File: src/rtl/gprdz_pkg.sv
// Shared constants and types for the gamepad radial deadzone conditioner.
package gprdz_pkg;

  typedef logic [1:0] cfg_idx_t;

  localparam cfg_idx_t CFG_LEFT_DZ  = 2'd0;
  localparam cfg_idx_t CFG_RIGHT_DZ = 2'd1;
  localparam cfg_idx_t CFG_CAP      = 2'd2;
  localparam cfg_idx_t CFG_TRIG_TH  = 2'd3;

  localparam logic [14:0] LEFT_DZ_RST  = 15'd7849;
  localparam logic [14:0] RIGHT_DZ_RST = 15'd8689;
  localparam logic [15:0] CAP_RST      = 16'd32000;
  localparam logic [7:0]  TRIG_TH_RST  = 8'd30;

  localparam logic [15:0] Q15_MAX = 16'h7FFF;
  localparam logic [15:0] S_FULL  = 16'h8000;

  localparam int OUT_W = 144;

endpackage

File: src/rtl/gprdz_stick.sv
// Bit-serial radial deadzone for one stick: square sum, square root, scale, divide.
module gprdz_stick import gprdz_pkg::*; #(
  parameter int AXIS_BITS = 16
) (
  input  logic                 clk,
  input  logic                 rst_n,
  input  logic                 start,
  input  logic [AXIS_BITS-1:0] in_x,
  input  logic [AXIS_BITS-1:0] in_y,
  input  logic [14:0]          dz,
  input  logic [15:0]          cap,
  output logic                 done,
  output logic [15:0]          out_x,
  output logic [15:0]          out_y
);

  localparam int AB  = AXIS_BITS;
  localparam int NW  = 2 * AB;
  localparam int PW  = AB + 16;
  localparam int CW  = $clog2(AB + 17);
  localparam int CMW = ((AB > 16) ? AB : 16) + 1;

  typedef enum logic [3:0] {
    S_IDLE, S_SQ, S_SQRT, S_DEC, S_DIV, S_MUL, S_QLD, S_QDIV, S_FIN, S_DONE
  } st_t;

  st_t           state_r;
  logic [CW-1:0] cnt_r;
  logic [AB-1:0] ax_r, ay_r, mbx_r, mby_r, root_r, qrx_r, qry_r;
  logic          negx_r, negy_r;
  logic [14:0]   dz_r;
  logic [15:0]   cap_r, s_r, sb_r, qx_r, qy_r, out_x_r, out_y_r;
  logic [NW-1:0] acc_r, adx_r, ady_r;
  logic [AB+2:0] rem_r;
  logic [16:0]   drem_r;
  logic [PW-1:0] px_r, py_r, mx_r, my_r;

  logic [NW-1:0]  sq_sum;
  logic [AB+2:0]  rem_sh, trial;
  logic           sq_ge;
  logic [15:0]    dd;
  logic [16:0]    dt;
  logic           d_ge;
  logic [AB:0]    tx, ty, rext;
  logic           qx_ge, qy_ge;
  logic [CMW-1:0] root_w, dz_w, cap_w;
  logic [15:0]    cx, cy;
  logic [AB-1:0]  abs_x, abs_y;

  assign abs_x  = in_x[AB-1] ? (~in_x + 1'b1) : in_x;
  assign abs_y  = in_y[AB-1] ? (~in_y + 1'b1) : in_y;
  assign sq_sum = acc_r + (mbx_r[0] ? adx_r : '0) + (mby_r[0] ? ady_r : '0);
  assign rem_sh = {rem_r[AB:0], acc_r[NW-1:NW-2]};
  assign trial  = {1'b0, root_r, 2'b01};
  assign sq_ge  = rem_sh >= trial;
  assign dd     = cap_r - {1'b0, dz_r};
  assign dt     = {drem_r[15:0], 1'b0};
  assign d_ge   = dt >= {1'b0, dd};
  assign rext   = {1'b0, root_r};
  assign tx     = {qrx_r, px_r[15]};
  assign ty     = {qry_r, py_r[15]};
  assign qx_ge  = tx >= rext;
  assign qy_ge  = ty >= rext;
  assign root_w = CMW'(root_r);
  assign dz_w   = CMW'(dz_r);
  assign cap_w  = CMW'(cap_r);
  assign cx     = (qx_r > Q15_MAX) ? Q15_MAX : qx_r;
  assign cy     = (qy_r > Q15_MAX) ? Q15_MAX : qy_r;

  always_ff @(posedge clk) begin
    if (!rst_n) begin
      state_r <= S_IDLE;
      cnt_r   <= '0;
    end else begin
      unique case (state_r)
        S_IDLE, S_DONE: begin
          if (start) begin
            negx_r  <= in_x[AB-1];
            negy_r  <= in_y[AB-1];
            ax_r    <= abs_x;
            ay_r    <= abs_y;
            mbx_r   <= abs_x;
            mby_r   <= abs_y;
            adx_r   <= NW'(abs_x);
            ady_r   <= NW'(abs_y);
            acc_r   <= '0;
            dz_r    <= dz;
            cap_r   <= cap;
            cnt_r   <= CW'(AB);
            state_r <= S_SQ;
          end
        end
        S_SQ: begin
          acc_r <= sq_sum;
          adx_r <= adx_r << 1;
          ady_r <= ady_r << 1;
          mbx_r <= mbx_r >> 1;
          mby_r <= mby_r >> 1;
          cnt_r <= cnt_r - 1'b1;
          if (cnt_r == CW'(1)) begin
            rem_r   <= '0;
            root_r  <= '0;
            cnt_r   <= CW'(AB);
            state_r <= S_SQRT;
          end
        end
        S_SQRT: begin
          acc_r  <= acc_r << 2;
          rem_r  <= sq_ge ? (rem_sh - trial) : rem_sh;
          root_r <= {root_r[AB-2:0], sq_ge};
          cnt_r  <= cnt_r - 1'b1;
          if (cnt_r == CW'(1))
            state_r <= S_DEC;
        end
        S_DEC: begin
          if (root_w <= dz_w) begin
            out_x_r <= '0;
            out_y_r <= '0;
            state_r <= S_DONE;
          end else if (cap_w <= dz_w || root_w >= cap_w) begin
            sb_r    <= S_FULL;
            mx_r    <= PW'(ax_r);
            my_r    <= PW'(ay_r);
            px_r    <= '0;
            py_r    <= '0;
            cnt_r   <= CW'(16);
            state_r <= S_MUL;
          end else begin
            drem_r  <= 17'(root_w - dz_w);
            s_r     <= '0;
            cnt_r   <= CW'(15);
            state_r <= S_DIV;
          end
        end
        S_DIV: begin
          drem_r <= d_ge ? (dt - {1'b0, dd}) : dt;
          s_r    <= {s_r[14:0], d_ge};
          cnt_r  <= cnt_r - 1'b1;
          if (cnt_r == CW'(1)) begin
            sb_r    <= {s_r[14:0], d_ge};
            mx_r    <= PW'(ax_r);
            my_r    <= PW'(ay_r);
            px_r    <= '0;
            py_r    <= '0;
            cnt_r   <= CW'(16);
            state_r <= S_MUL;
          end
        end
        S_MUL: begin
          px_r  <= px_r + (sb_r[0] ? mx_r : '0);
          py_r  <= py_r + (sb_r[0] ? my_r : '0);
          mx_r  <= mx_r << 1;
          my_r  <= my_r << 1;
          sb_r  <= sb_r >> 1;
          cnt_r <= cnt_r - 1'b1;
          if (cnt_r == CW'(1))
            state_r <= S_QLD;
        end
        S_QLD: begin
          qrx_r   <= px_r[PW-1:16];
          qry_r   <= py_r[PW-1:16];
          qx_r    <= '0;
          qy_r    <= '0;
          cnt_r   <= CW'(16);
          state_r <= S_QDIV;
        end
        S_QDIV: begin
          qrx_r <= qx_ge ? AB'(tx - rext) : tx[AB-1:0];
          qry_r <= qy_ge ? AB'(ty - rext) : ty[AB-1:0];
          qx_r  <= {qx_r[14:0], qx_ge};
          qy_r  <= {qy_r[14:0], qy_ge};
          px_r  <= px_r << 1;
          py_r  <= py_r << 1;
          cnt_r <= cnt_r - 1'b1;
          if (cnt_r == CW'(1))
            state_r <= S_FIN;
        end
        S_FIN: begin
          out_x_r <= negx_r ? (16'd0 - cx) : cx;
          out_y_r <= negy_r ? (16'd0 - cy) : cy;
          state_r <= S_DONE;
        end
        default: state_r <= S_IDLE;
      endcase
    end
  end

  assign done  = (state_r == S_DONE);
  assign out_x = out_x_r;
  assign out_y = out_y_r;

endmodule

File: src/rtl/gamepad_radial_deadzone_conditioner.sv
// Top level: gamepad poll conditioner with config registers and stream ports.
// One poll is taken at a time. Its result comes latest when a stick needs the scale
// divide, sooner when the slower stick is at full deflection, and soonest when both
// sticks sit in their deadzones. The delay follows from the bit-serial square, square
// root, scale divide, multiply and divide chain of each stick unit; both sticks and
// both triggers run side by side. A new poll can be taken the cycle after the previous
// result enters the output register, and a stalled output holds the next load.
module gamepad_radial_deadzone_conditioner import gprdz_pkg::*; #(
  parameter int AXIS_BITS = 16,
  localparam int IN_W = ((4 * AXIS_BITS + 32 + 7) / 8) * 8
) (
  input  logic              clk,
  input  logic              rst_n,
  input  logic              in_tvalid,
  output logic              in_tready,
  // left_x, left_y, right_x, right_y, left_trig_raw, right_trig_raw, button_word
  input  logic [IN_W-1:0]   in_tdata,
  // connected
  input  logic              in_tuser,
  output logic              out_tvalid,
  input  logic              out_tready,
  // left_out_x, left_out_y, right_out_x, right_out_y, left_trig_level,
  // right_trig_level, held_buttons, pressed_buttons, released_buttons
  output logic [OUT_W-1:0]  out_tdata,
  // device_present
  output logic              out_tuser,
  input  logic              cfg_valid,
  output logic              cfg_ready,
  input  cfg_idx_t          cfg_index,
  input  logic [15:0]       cfg_data
);

  localparam int AB = AXIS_BITS;

  typedef enum logic {T_IDLE, T_RUN} tst_t;

  tst_t             state_r;
  logic [14:0]      ldz_r, rdz_r;
  logic [15:0]      cap_r;
  logic [7:0]       thr_r;
  logic [15:0]      last_r, held_r, press_r, rel_r;
  logic             conn_r;
  logic [4:0]       tcnt_r;
  logic [7:0]       trem_r [2];
  logic [7:0]       tdiv_r [2];
  logic [15:0]      tlow_r [2];
  logic [15:0]      tq_r   [2];
  logic             tz_r   [2];
  logic [OUT_W-1:0] out_tdata_r;
  logic             out_valid_r, out_tuser_r;

  logic             accept, fin, load;
  logic             l_done, r_done;
  logic [15:0]      lx, ly, rx, ry, btn;
  logic [7:0]       traw [2];
  logic [8:0]       tt   [2];
  logic             tge  [2];
  logic [7:0]       td   [2];
  logic [23:0]      tdvd [2];
  logic [15:0]      tlev [2];

  assign accept    = in_tvalid && in_tready;
  assign in_tready = (state_r == T_IDLE);
  assign cfg_ready = 1'b1;
  assign btn       = in_tdata[4*AB+31:4*AB+16];
  assign traw[0]   = in_tdata[4*AB+7:4*AB];
  assign traw[1]   = in_tdata[4*AB+15:4*AB+8];

  gprdz_stick #(.AXIS_BITS(AB)) u_left (
    .clk, .rst_n, .start(accept),
    .in_x(in_tdata[AB-1:0]), .in_y(in_tdata[2*AB-1:AB]),
    .dz(ldz_r), .cap(cap_r), .done(l_done), .out_x(lx), .out_y(ly)
  );

  gprdz_stick #(.AXIS_BITS(AB)) u_right (
    .clk, .rst_n, .start(accept),
    .in_x(in_tdata[3*AB-1:2*AB]), .in_y(in_tdata[4*AB-1:3*AB]),
    .dz(rdz_r), .cap(cap_r), .done(r_done), .out_x(rx), .out_y(ry)
  );

  always_comb begin
    for (int i = 0; i < 2; i++) begin
      tt[i]   = {trem_r[i], tlow_r[i][15]};
      tge[i]  = tt[i] >= {1'b0, tdiv_r[i]};
      td[i]   = (traw[i] > thr_r) ? (traw[i] - thr_r) : 8'd0;
      tdvd[i] = {td[i], 16'd0} - 24'(td[i]);
      tlev[i] = tz_r[i] ? 16'd0 : tq_r[i];
    end
  end

  assign fin  = l_done && r_done && (tcnt_r == 5'd0);
  assign load = (state_r == T_RUN) && fin && (!out_valid_r || out_tready);

  always_ff @(posedge clk) begin
    if (!rst_n) begin
      state_r     <= T_IDLE;
      out_valid_r <= 1'b0;
      tcnt_r      <= '0;
      last_r      <= '0;
      ldz_r       <= LEFT_DZ_RST;
      rdz_r       <= RIGHT_DZ_RST;
      cap_r       <= CAP_RST;
      thr_r       <= TRIG_TH_RST;
    end else begin
      if (cfg_valid) begin
        unique case (cfg_index)
          CFG_LEFT_DZ:  ldz_r <= cfg_data[14:0];
          CFG_RIGHT_DZ: rdz_r <= cfg_data[14:0];
          CFG_CAP:      cap_r <= cfg_data;
          CFG_TRIG_TH:  thr_r <= cfg_data[7:0];
          default: ;
        endcase
      end
      if (out_valid_r && out_tready && !load)
        out_valid_r <= 1'b0;
      unique case (state_r)
        T_IDLE: begin
          if (accept) begin
            conn_r  <= in_tuser;
            held_r  <= btn;
            press_r <= btn & ~last_r;
            rel_r   <= ~btn & last_r;
            if (in_tuser)
              last_r <= btn;
            for (int i = 0; i < 2; i++) begin
              tz_r[i]   <= (traw[i] <= thr_r);
              trem_r[i] <= tdvd[i][23:16];
              tlow_r[i] <= tdvd[i][15:0];
              tdiv_r[i] <= 8'd255 - thr_r;
              tq_r[i]   <= '0;
            end
            tcnt_r  <= 5'd16;
            state_r <= T_RUN;
          end
        end
        T_RUN: begin
          if (tcnt_r != 5'd0) begin
            for (int i = 0; i < 2; i++) begin
              trem_r[i] <= tge[i] ? 8'(tt[i] - {1'b0, tdiv_r[i]}) : tt[i][7:0];
              tq_r[i]   <= {tq_r[i][14:0], tge[i]};
              tlow_r[i] <= tlow_r[i] << 1;
            end
            tcnt_r <= tcnt_r - 1'b1;
          end
          if (load) begin
            out_valid_r <= 1'b1;
            out_tuser_r <= conn_r;
            out_tdata_r <= conn_r ?
              {rel_r, press_r, held_r, tlev[1], tlev[0], ry, rx, ly, lx} : '0;
            state_r     <= T_IDLE;
          end
        end
        default: state_r <= T_IDLE;
      endcase
    end
  end

  assign out_tvalid = out_valid_r;
  assign out_tdata  = out_tdata_r;
  assign out_tuser  = out_tuser_r;

  a_one_at_a_time: assert property (@(posedge clk) disable iff (!rst_n)
    accept |=> !in_tready)
    else $error("item accepted while one is in flight");

  a_absent_zero: assert property (@(posedge clk) disable iff (!rst_n)
    (out_tvalid && !out_tuser) |-> (out_tdata == '0))
    else $error("absent device gave nonzero result");

  a_hist_hold: assert property (@(posedge clk) disable iff (!rst_n)
    (accept && !in_tuser) |=> $stable(last_r))
    else $error("button history moved on absent poll");

  a_edges_disjoint: assert property (@(posedge clk) disable iff (!rst_n)
    out_tvalid |-> ((out_tdata[127:112] & out_tdata[143:128]) == 16'd0))
    else $error("button pressed and released at once");

endmodule
File: config.mk
export PLATFORM = sky130hd
export DESIGN_NAME = gamepad_radial_deadzone_conditioner
export DESIGN_NICKNAME = d
export VERILOG_FILES = /design/src/rtl/gprdz_pkg.sv /design/src/rtl/gprdz_stick.sv /design/src/rtl/gamepad_radial_deadzone_conditioner.sv
export SDC_FILE = /design/constraint.sdc
export NUM_CORES = 2
export LEC_CHECK = 0
export BUFFER_PORTS_ARGS = -buffer_cell sky130_fd_sc_hd__buf_2
export CAP_MARGIN = 40
export CORE_AREA = 5 5 368 370
export CTS_BUF_LIST = sky130_fd_sc_hd__clkbuf_16
export DETAILED_ROUTE_END_ITERATION = 8
export DIE_AREA = 0 0 373 375
export PLACE_DENSITY = 0.83
export RECOVER_POWER = 25
export SLEW_MARGIN = 0
export SYNTH_ARGS = -nofsm -noshare
export SYNTH_HDL_FRONTEND = slang
export SYNTH_SLANG_ARGS = --single-unit
File: constraint.sdc
create_clock -name clk -period 8.4 [get_ports clk]
set_input_delay 1.68 -clock clk [delete_from_list [all_inputs] [get_ports clk]]
set_output_delay 1.68 -clock clk [all_outputs]
set_load 0.01 [all_outputs]
# Yosys cells after proc, flatten, opt, wreduce, memory -nomap -nowiden

Memory sizes are Yosys's and may differ from the RTL's.
Index checks and enable logic that the tools add are counted.

Register bits after elaboration: 1,285
Input port bits: 120
Memory bits (writable): 98
Output and inout port bits: 148
Logic and storage cells: 440
Memories kept: 5

Memories:

| name   | words | bits a word | rd ports | clocked after Yosys merged registers in | wr ports | RTL line                                  | text |
|---|---|---|---|---|---|---|---|
| tlow_r | 2     | 16          | 2        | 0                                       | 2        | gamepad_radial_deadzone_conditioner.sv:46 | `logic [15:0] tlow_r [2];` |
| tq_r   | 2     | 16          | 2        | 0                                       | 2        | gamepad_radial_deadzone_conditioner.sv:47 | `logic [15:0] tq_r [2];` |
| tdiv_r | 2     | 8           | 2        | 0                                       | 2        | gamepad_radial_deadzone_conditioner.sv:45 | `logic [7:0] tdiv_r [2];` |
| trem_r | 2     | 8           | 2        | 0                                       | 2        | gamepad_radial_deadzone_conditioner.sv:44 | `logic [7:0] trem_r [2];` |
| tz_r   | 2     | 1           | 2        | 0                                       | 2        | gamepad_radial_deadzone_conditioner.sv:48 | `logic tz_r [2];` |

Eq/ne operators: 45
Add/subtract/negate cells: 38
Reduce and logical (&&, ||, !) cells: 73
Multiplexer cells: 167
Bitwise operators: 16
$lt $le $gt $ge: 24

Operator list:

| kind                                                             | count |
|---|---|
| 2-to-1 mux 32 bit                                                | 31 |
| 2-to-1 mux 16 bit                                                | 40 |
| case mux 16 bit (2 select lines)                                 | 20 |
| case mux 32 bit (3 select lines)                                 | 6 |
| case mux 32 bit (4 select lines)                                 | 4 |
| adder 32 bit                                                     | 8 |
| case mux 32 bit (2 select lines)                                 | 4 |
| >= comparator 17 x 16 -> 1 bit                                   | 6 |
| NOT 16 bit                                                       | 6 |
| case mux 16 bit (3 select lines)                                 | 2 |
| subtractor 16 bit                                                | 6 |
| case mux 4 bit (9 select lines)                                  | 2 |
| 2-to-1 mux 17 bit                                                | 4 |
| case mux 17 bit (2 select lines)                                 | 2 |
| adder 16 x 1 -> 16 bit (second input constant)                   | 4 |
| greater-than comparator 16 x 15 -> 1 bit (second input constant) | 4 |
| <= comparator 16 x 15 -> 1 bit                                   | 4 |
| subtractor 1 x 16 -> 16 bit (first input constant)               | 4 |
| subtractor 16 x 15 -> 16 bit                                     | 4 |
| 2-to-1 mux 15 bit                                                | 4 |
| case mux 15 bit (2 select lines)                                 | 2 |
| case mux 6 bit (5 select lines)                                  | 2 |
| 2-to-1 mux 4 bit                                                 | 13 |
| 2-to-1 mux 8 bit                                                 | 6 |
| other kinds (45)                                                 | 175 |

# Depth between registers and ports, before layout

Word-level depth: 10
Gate-level depth with buffers: 22
Gate-level depth less buffers: 21

# By module

A second synthesis with hierarchy kept.

Cell total of the unflattened synthesis: 7,517
Area total of the unflattened synthesis: 79,471.2 um2

Modules (own cells, without submodules):

| module                              | instances | cells an instance | area an instance (um2) | seq. area each (um2) |
|---|---|---|---|---|
| gprdz_stick at u_right              | 1         | 3,139             | 32,058.2               | 15,124.5 |
| gprdz_stick at u_left               | 1         | 3,059             | 31,642.8               | 15,124.5 |
| gamepad_radial_deadzone_conditioner | 1         | 1,319             | 15,770.1               | 10,069.7 |

# Least setup slack after synthesis

Ideal clock, no wire load.

Kind: reg-to-reg
From: register u_left.root_r[0]
To: register u_left.px_r[0], enable pin
Data required time: 7.835 ns
Path buffers: 0
Cell stages (with the launch flop): 13
Period minus slack after synthesis: 7.413 ns
Library setup time: 0.565 ns
Arrival time: 6.848 ns
Path slack: 0.987 ns
Cells stage by stage: edfxtp_1 > inv_1 > ha_1 > fa_1 > nor2b_1 > o21ai_0 > a21o_1 > a32oi_1 > a221oi_2 > a21oi_1 > or2_2 > o211ai_1 > nor3_1

Word-level cells in the longest chain between the ends: 4
Elaborated cells on any way between the ends: 6
Classes of those cells: order compare (2); eq/ne (2); reduce/logical (2)

RTL lines:

| element                                  | RTL line           | text |
|---|---|---|
| from (decl)                              | gprdz_stick.sv:29  | `logic [AB-1:0] ax_r, ay_r, mbx_r, mby_r, root_r, qrx_r, qry_r;` |
| from (signal assigned)                   | gprdz_stick.sv:110 | `root_r <= {root_r[AB-2:0], sq_ge};` |
| >= comparator 16 bit                     | gprdz_stick.sv:120 | `end else if (cap_w <= dz_w \|\| root_w >= cap_w) begin` |
| logical OR 1 bit                         | gprdz_stick.sv:120 |  |
| != test 2 x 1 -> 1 bit (no source line)  | n/a                |  |
| AND reduction 5 bit (no source line) (*) | n/a                |  |
| to (signal assigned)                     | gprdz_stick.sv:150 | `px_r <= px_r + (sb_r[0] ? mx_r : '0);` |
| to (signal assigned)                     | gprdz_stick.sv:172 | `px_r <= px_r << 1;` |
| to (decl)                                | gprdz_stick.sv:36  | `logic [PW-1:0] px_r, py_r, mx_r, my_r;` |

Every way passes the cells marked *; elsewhere a longest branch is shown, timed or not.
A chain may end at the register's enable or synchronous reset.

# Final worst setup path

From: register u_right.cap_r[0]
To: register u_right.drem_r[1] (data pin)

Word-level cells in the longest chain between the ends: 4
Elaborated cells on any way between the ends: 5
Classes of those cells: add/sub (2); order compare (1); mux (2)

RTL lines:

| element                                                                    | RTL line                              | text |
|---|---|---|
| from (decl)                                                                | gprdz_stick.sv:32                     | `logic [15:0] cap_r, s_r, sb_r, qx_r, qy_r, out_x_r, out_y_r;` |
| from (signal assigned)                                                     | gprdz_stick.sv:88                     | `cap_r <= cap;` |
| subtractor 16 x 15 -> 16 bit (*)                                           | gprdz_stick.sv:56                     | `assign dd = cap_r - {1'b0, dz_r};` |
| subtractor 16 bit / >= comparator 17 x 16 -> 1 bit (equally long branches) | gprdz_stick.sv:136, gprdz_stick.sv:58 |  |
| 2-to-1 mux 16 bit (*)                                                      | gprdz_stick.sv:136                    | `drem_r <= d_ge ? (dt - {1'b0, dd}) : dt;` |
| case mux 16 bit (2 select lines) (*)                                       | gprdz_stick.sv:75                     | `unique case (state_r)` |
| to (signal assigned)                                                       | gprdz_stick.sv:129                    | `drem_r <= 17'(root_w - dz_w);` |
| to (signal assigned)                                                       | gprdz_stick.sv:136                    |  |
| to (decl)                                                                  | gprdz_stick.sv:35                     | `logic [16:0] drem_r;` |

Marks and branches as above.

==> flow_summary.ini <==
[timing]
finClkSkew_ns = 0.0279
setup_tns_ns = 0
setup_viol = 0
period_minus_slack_ns = 5.42
slew_headroom = -1.58
tightestPinTransition_ns = 3.87
fin_crit_sh = 0.645
rsz0062_at_grt = no
clock.fmax_mhz = 185
finalMaxSlewViolations = 781
fin_ws_ns = 2.98
finalHoldViolations = 0

[yosys]
synth_top_family_by_area = simple AND/OR/NAND/NOR gates
synth_top_area_frac = 0.481
syn_nets = 8318
ys_seq_elements = 1375
netlist_area_sq_mm = 0.0798
synthMuxAreaShare = 0.0160
synth_edf_count = 1278
yosys-top-cells-area = edfxtp_1, ha_1, nand2_1
synthFlopType = edfxtp_1
yosys.area.top_type = edfxtp_1
syn_inst = 7654
avgSynthCellArea_sq_um = 10.4
synthDistinctLibCells = 94
seq_area_frac_synth = 0.505
synth_most_common_cell = edfxtp_1
synth_common_cells = edfxtp_1, nand2_1, and2_1, nor2_1, ha_1
yosys.area_share.xor_xnor = 0.0452
synth_fa_ha_area_frac = 0.0930
yosysWarningCount = 0
synth_compound_area_frac = 0.138
async_flop_share = 0
yosys.area_share.simple = 0.169

[grt]
track_usage = 0.259
grt_max_degree = 92
overflow = 0
grt_pass1_vias = 56800
grt_pass1_wl_mm = 299
antenna_found_initial = 9

[die]
ioPinCount = 268
die_area_sq_mm = 0.140
core_sq_mm = 0.132
initial_core_util = 0.603
die_height_um = 375
rows = 134
fp.dieW_um = 373

[routing]
totalWireLength_mm = 186
detailroute.via_count = 58500
wl_per_cell_um = 19.0
dr.first_iter.drc_count = 5549
via_per_inst = 5.99
ant_nets = 0
first_pass_iters = 6
drc_errors = 0

[place]
pre_cts_ws_ns = 3.00
place_area_sq_mm = 0.0835
place_congestion = 0.924
dp_hpwl_mm = 130
io_buffers = 266
dp.cells = 9493

[setup_path]
worst_ep_required_time_ns = 8.89
critPathKind = reg -> reg
r2r_start = u_right.cap_r[0]
cp_data_arrival_time_ns = 5.90
cp-startpoint = u_right.cap_r[0]
crit_fanout = 11
crit_path_start_kind = flop
end_kind = flop

[power_and_ir_drop]
vdd_drop_max_mv = 0.228
p_leak_nw = 35.5
powerDensity_mw_per_mm2 = 280

[run_status]
status = complete, but fails checks
violations = max-capacitance violations, max-slew violations

[cells_and_area]
synthToLayoutAreaGrowth_pct = 10.5
layout.nets = 8538
drive_gt1_frac = 0.0802
stdcell_area_sq_mm = 0.0882
stdcell_count = 9770
final_util = 0.667

[flow_run]
maxCapViolCount = 14

[cts]
post_cts_buffers = 0
cts-root-buf = clkbuf_16
ctsHtreeMaxLevel = 4
cts.sinks = 1375
hold_buffers = 0
clk_latency_ns = 0.80
cts.repair.resized = 0
cts_tree = yes
clock_path_buffers = 3
cts.reportedPaths.clkPinSlew_ns = 0.06
cts_inserted_buffers = 147

[min_path]
min_from = rdz_r[2]
worstHoldPathType = reg -> reg
## metal layers
layer / up-vias / track usage / routed length, um
met5: - / 0 / 13
met4: 2 / 0.0734 / 4550
met3: 336 / 0.0428 / 12700
met2: 1974 / 0.425 / 87400
met1: 28300 / 0.361 / 81400
li1: 27900 / - / -
## through the flow
stage	hold slack [ns]	power (mW)
4_1_cts	0.434	24.7
3_3_place_gp	0.412	17.6
2_1_floorplan	0.408	15.9
5_1_grt	0.446	26.1
6_report	0.435	24.7
3_5_place_dp	0.419	18.0
## state kept, by name (all words and copies together) (netlist names), 17 cells and up
signal         flops
u_right.adx_r     32
u_right.py_r      32
tlow_r            32
u_right.acc_r     32
u_right.mx_r      32
u_right.ady_r     32
u_right.rem_r     17
u_left.px_r       32
u_left.adx_r      32
u_left.mx_r       32
u_right.my_r      32
u_left.ady_r      32
out_tdata        144
tq_r              32
u_left.py_r       32
u_right.px_r      32
u_left.acc_r      32
u_left.my_r       32
u_left.rem_r      17
## cells by family after synthesis
kind of cell | after synthesis
AOI/OAI and AO/OA | 1708
xor gates and xnor gates | 412
adders and majority gates | 544
buffers and inverters | 713
DFF | 1375
muxes | 125
other | 1
and+or+nand+nor | 2776
## worst max-delay path: stages (launching register included)
cell and delay [ns]:
edfxtp_1 0.40, inv_1 0.07, ha_1 0.16, inv_1 0.06
fa_1 0.40, a21oi_1 0.15, o21bai_1 0.15, a221oi_1 0.67
o21bai_1 0.11, a21oi_1 0.19, xor2_1 0.20, ha_1 0.31
and3_1 0.18, a221o_1 0.34, a21oi_1 0.19, nor2b_1 0.07
a311o_1 0.31, a21o_1 0.21, a21boi_2 0.39, buf_8 0.22
mux2i_1 0.21, mux2i_1 0.10
## cell type report
type	count	area [sq um]
fillers	9900	44100
flip-flops and latches	1375	40300
multi-input cells	5566	37000
clock buffers	151	3780
well taps	1768	2210
repair buffers	353	2090
inverters	431	1620
clock inverters	117	1130
diodes	9	22.5
## power breakdown
part / total (mW) / internal (mW) / switching (mW) / leakage (nW)
sequential: 9.29 / 8.80 / 0.495 / 12.6
clock: 6.59 / 3.79 / 2.80 / 2.50
combinational: 8.78 / 3.45 / 5.34 / 20.4
total: 24.7 / 16.0 / 8.63 / 35.5
## layout by cell type, fill, tap and decap left out, types with 33 or more instances in the layout
cell	Yosys	final
nand2b_1	87	87
a31oi_1	37	37
xor2_1	161	161
a211oi_1	50	50
fa_1	82	82
o22ai_1	64	64
mux2i_1	107	107
a21oi_1	427	420
o21a_1	137	137
edfxtp_1	1278	1278
clkbuf_16	0	151
nor2_1	494	482
ha_1	462	462
a21o_1	223	223
inv_1	431	460
nor3_1	113	110
or2_2	34	34
nand3_1	112	110
xnor2_1	251	251
buf_4	3	44
and2_0	0	185
nand2_1	1008	1003
and3_1	93	88
and2_1	506	321
or3_1	50	49
nor4_1	33	33
dfxtp_1	97	97
clkbuf_1	248	54
nor2b_1	106	106
o31ai_1	53	53
nand4_1	59	59
o211ai_1	43	43
buf_2	12	236
o21ai_0	385	385
o21bai_1	47	47
## final timing paths
check,endpoint,slack (ns),cells past startpoint
setup / recovery,u_right.drem_r[1],2.98,21
hold / removal,u_right.dz_r[2],0.43,0
setup reg to reg,u_right.drem_r[1],2.98,21
hold reg to reg,u_right.dz_r[2],0.43,0
Note: power is estimated with default switching activity, not from simulation.
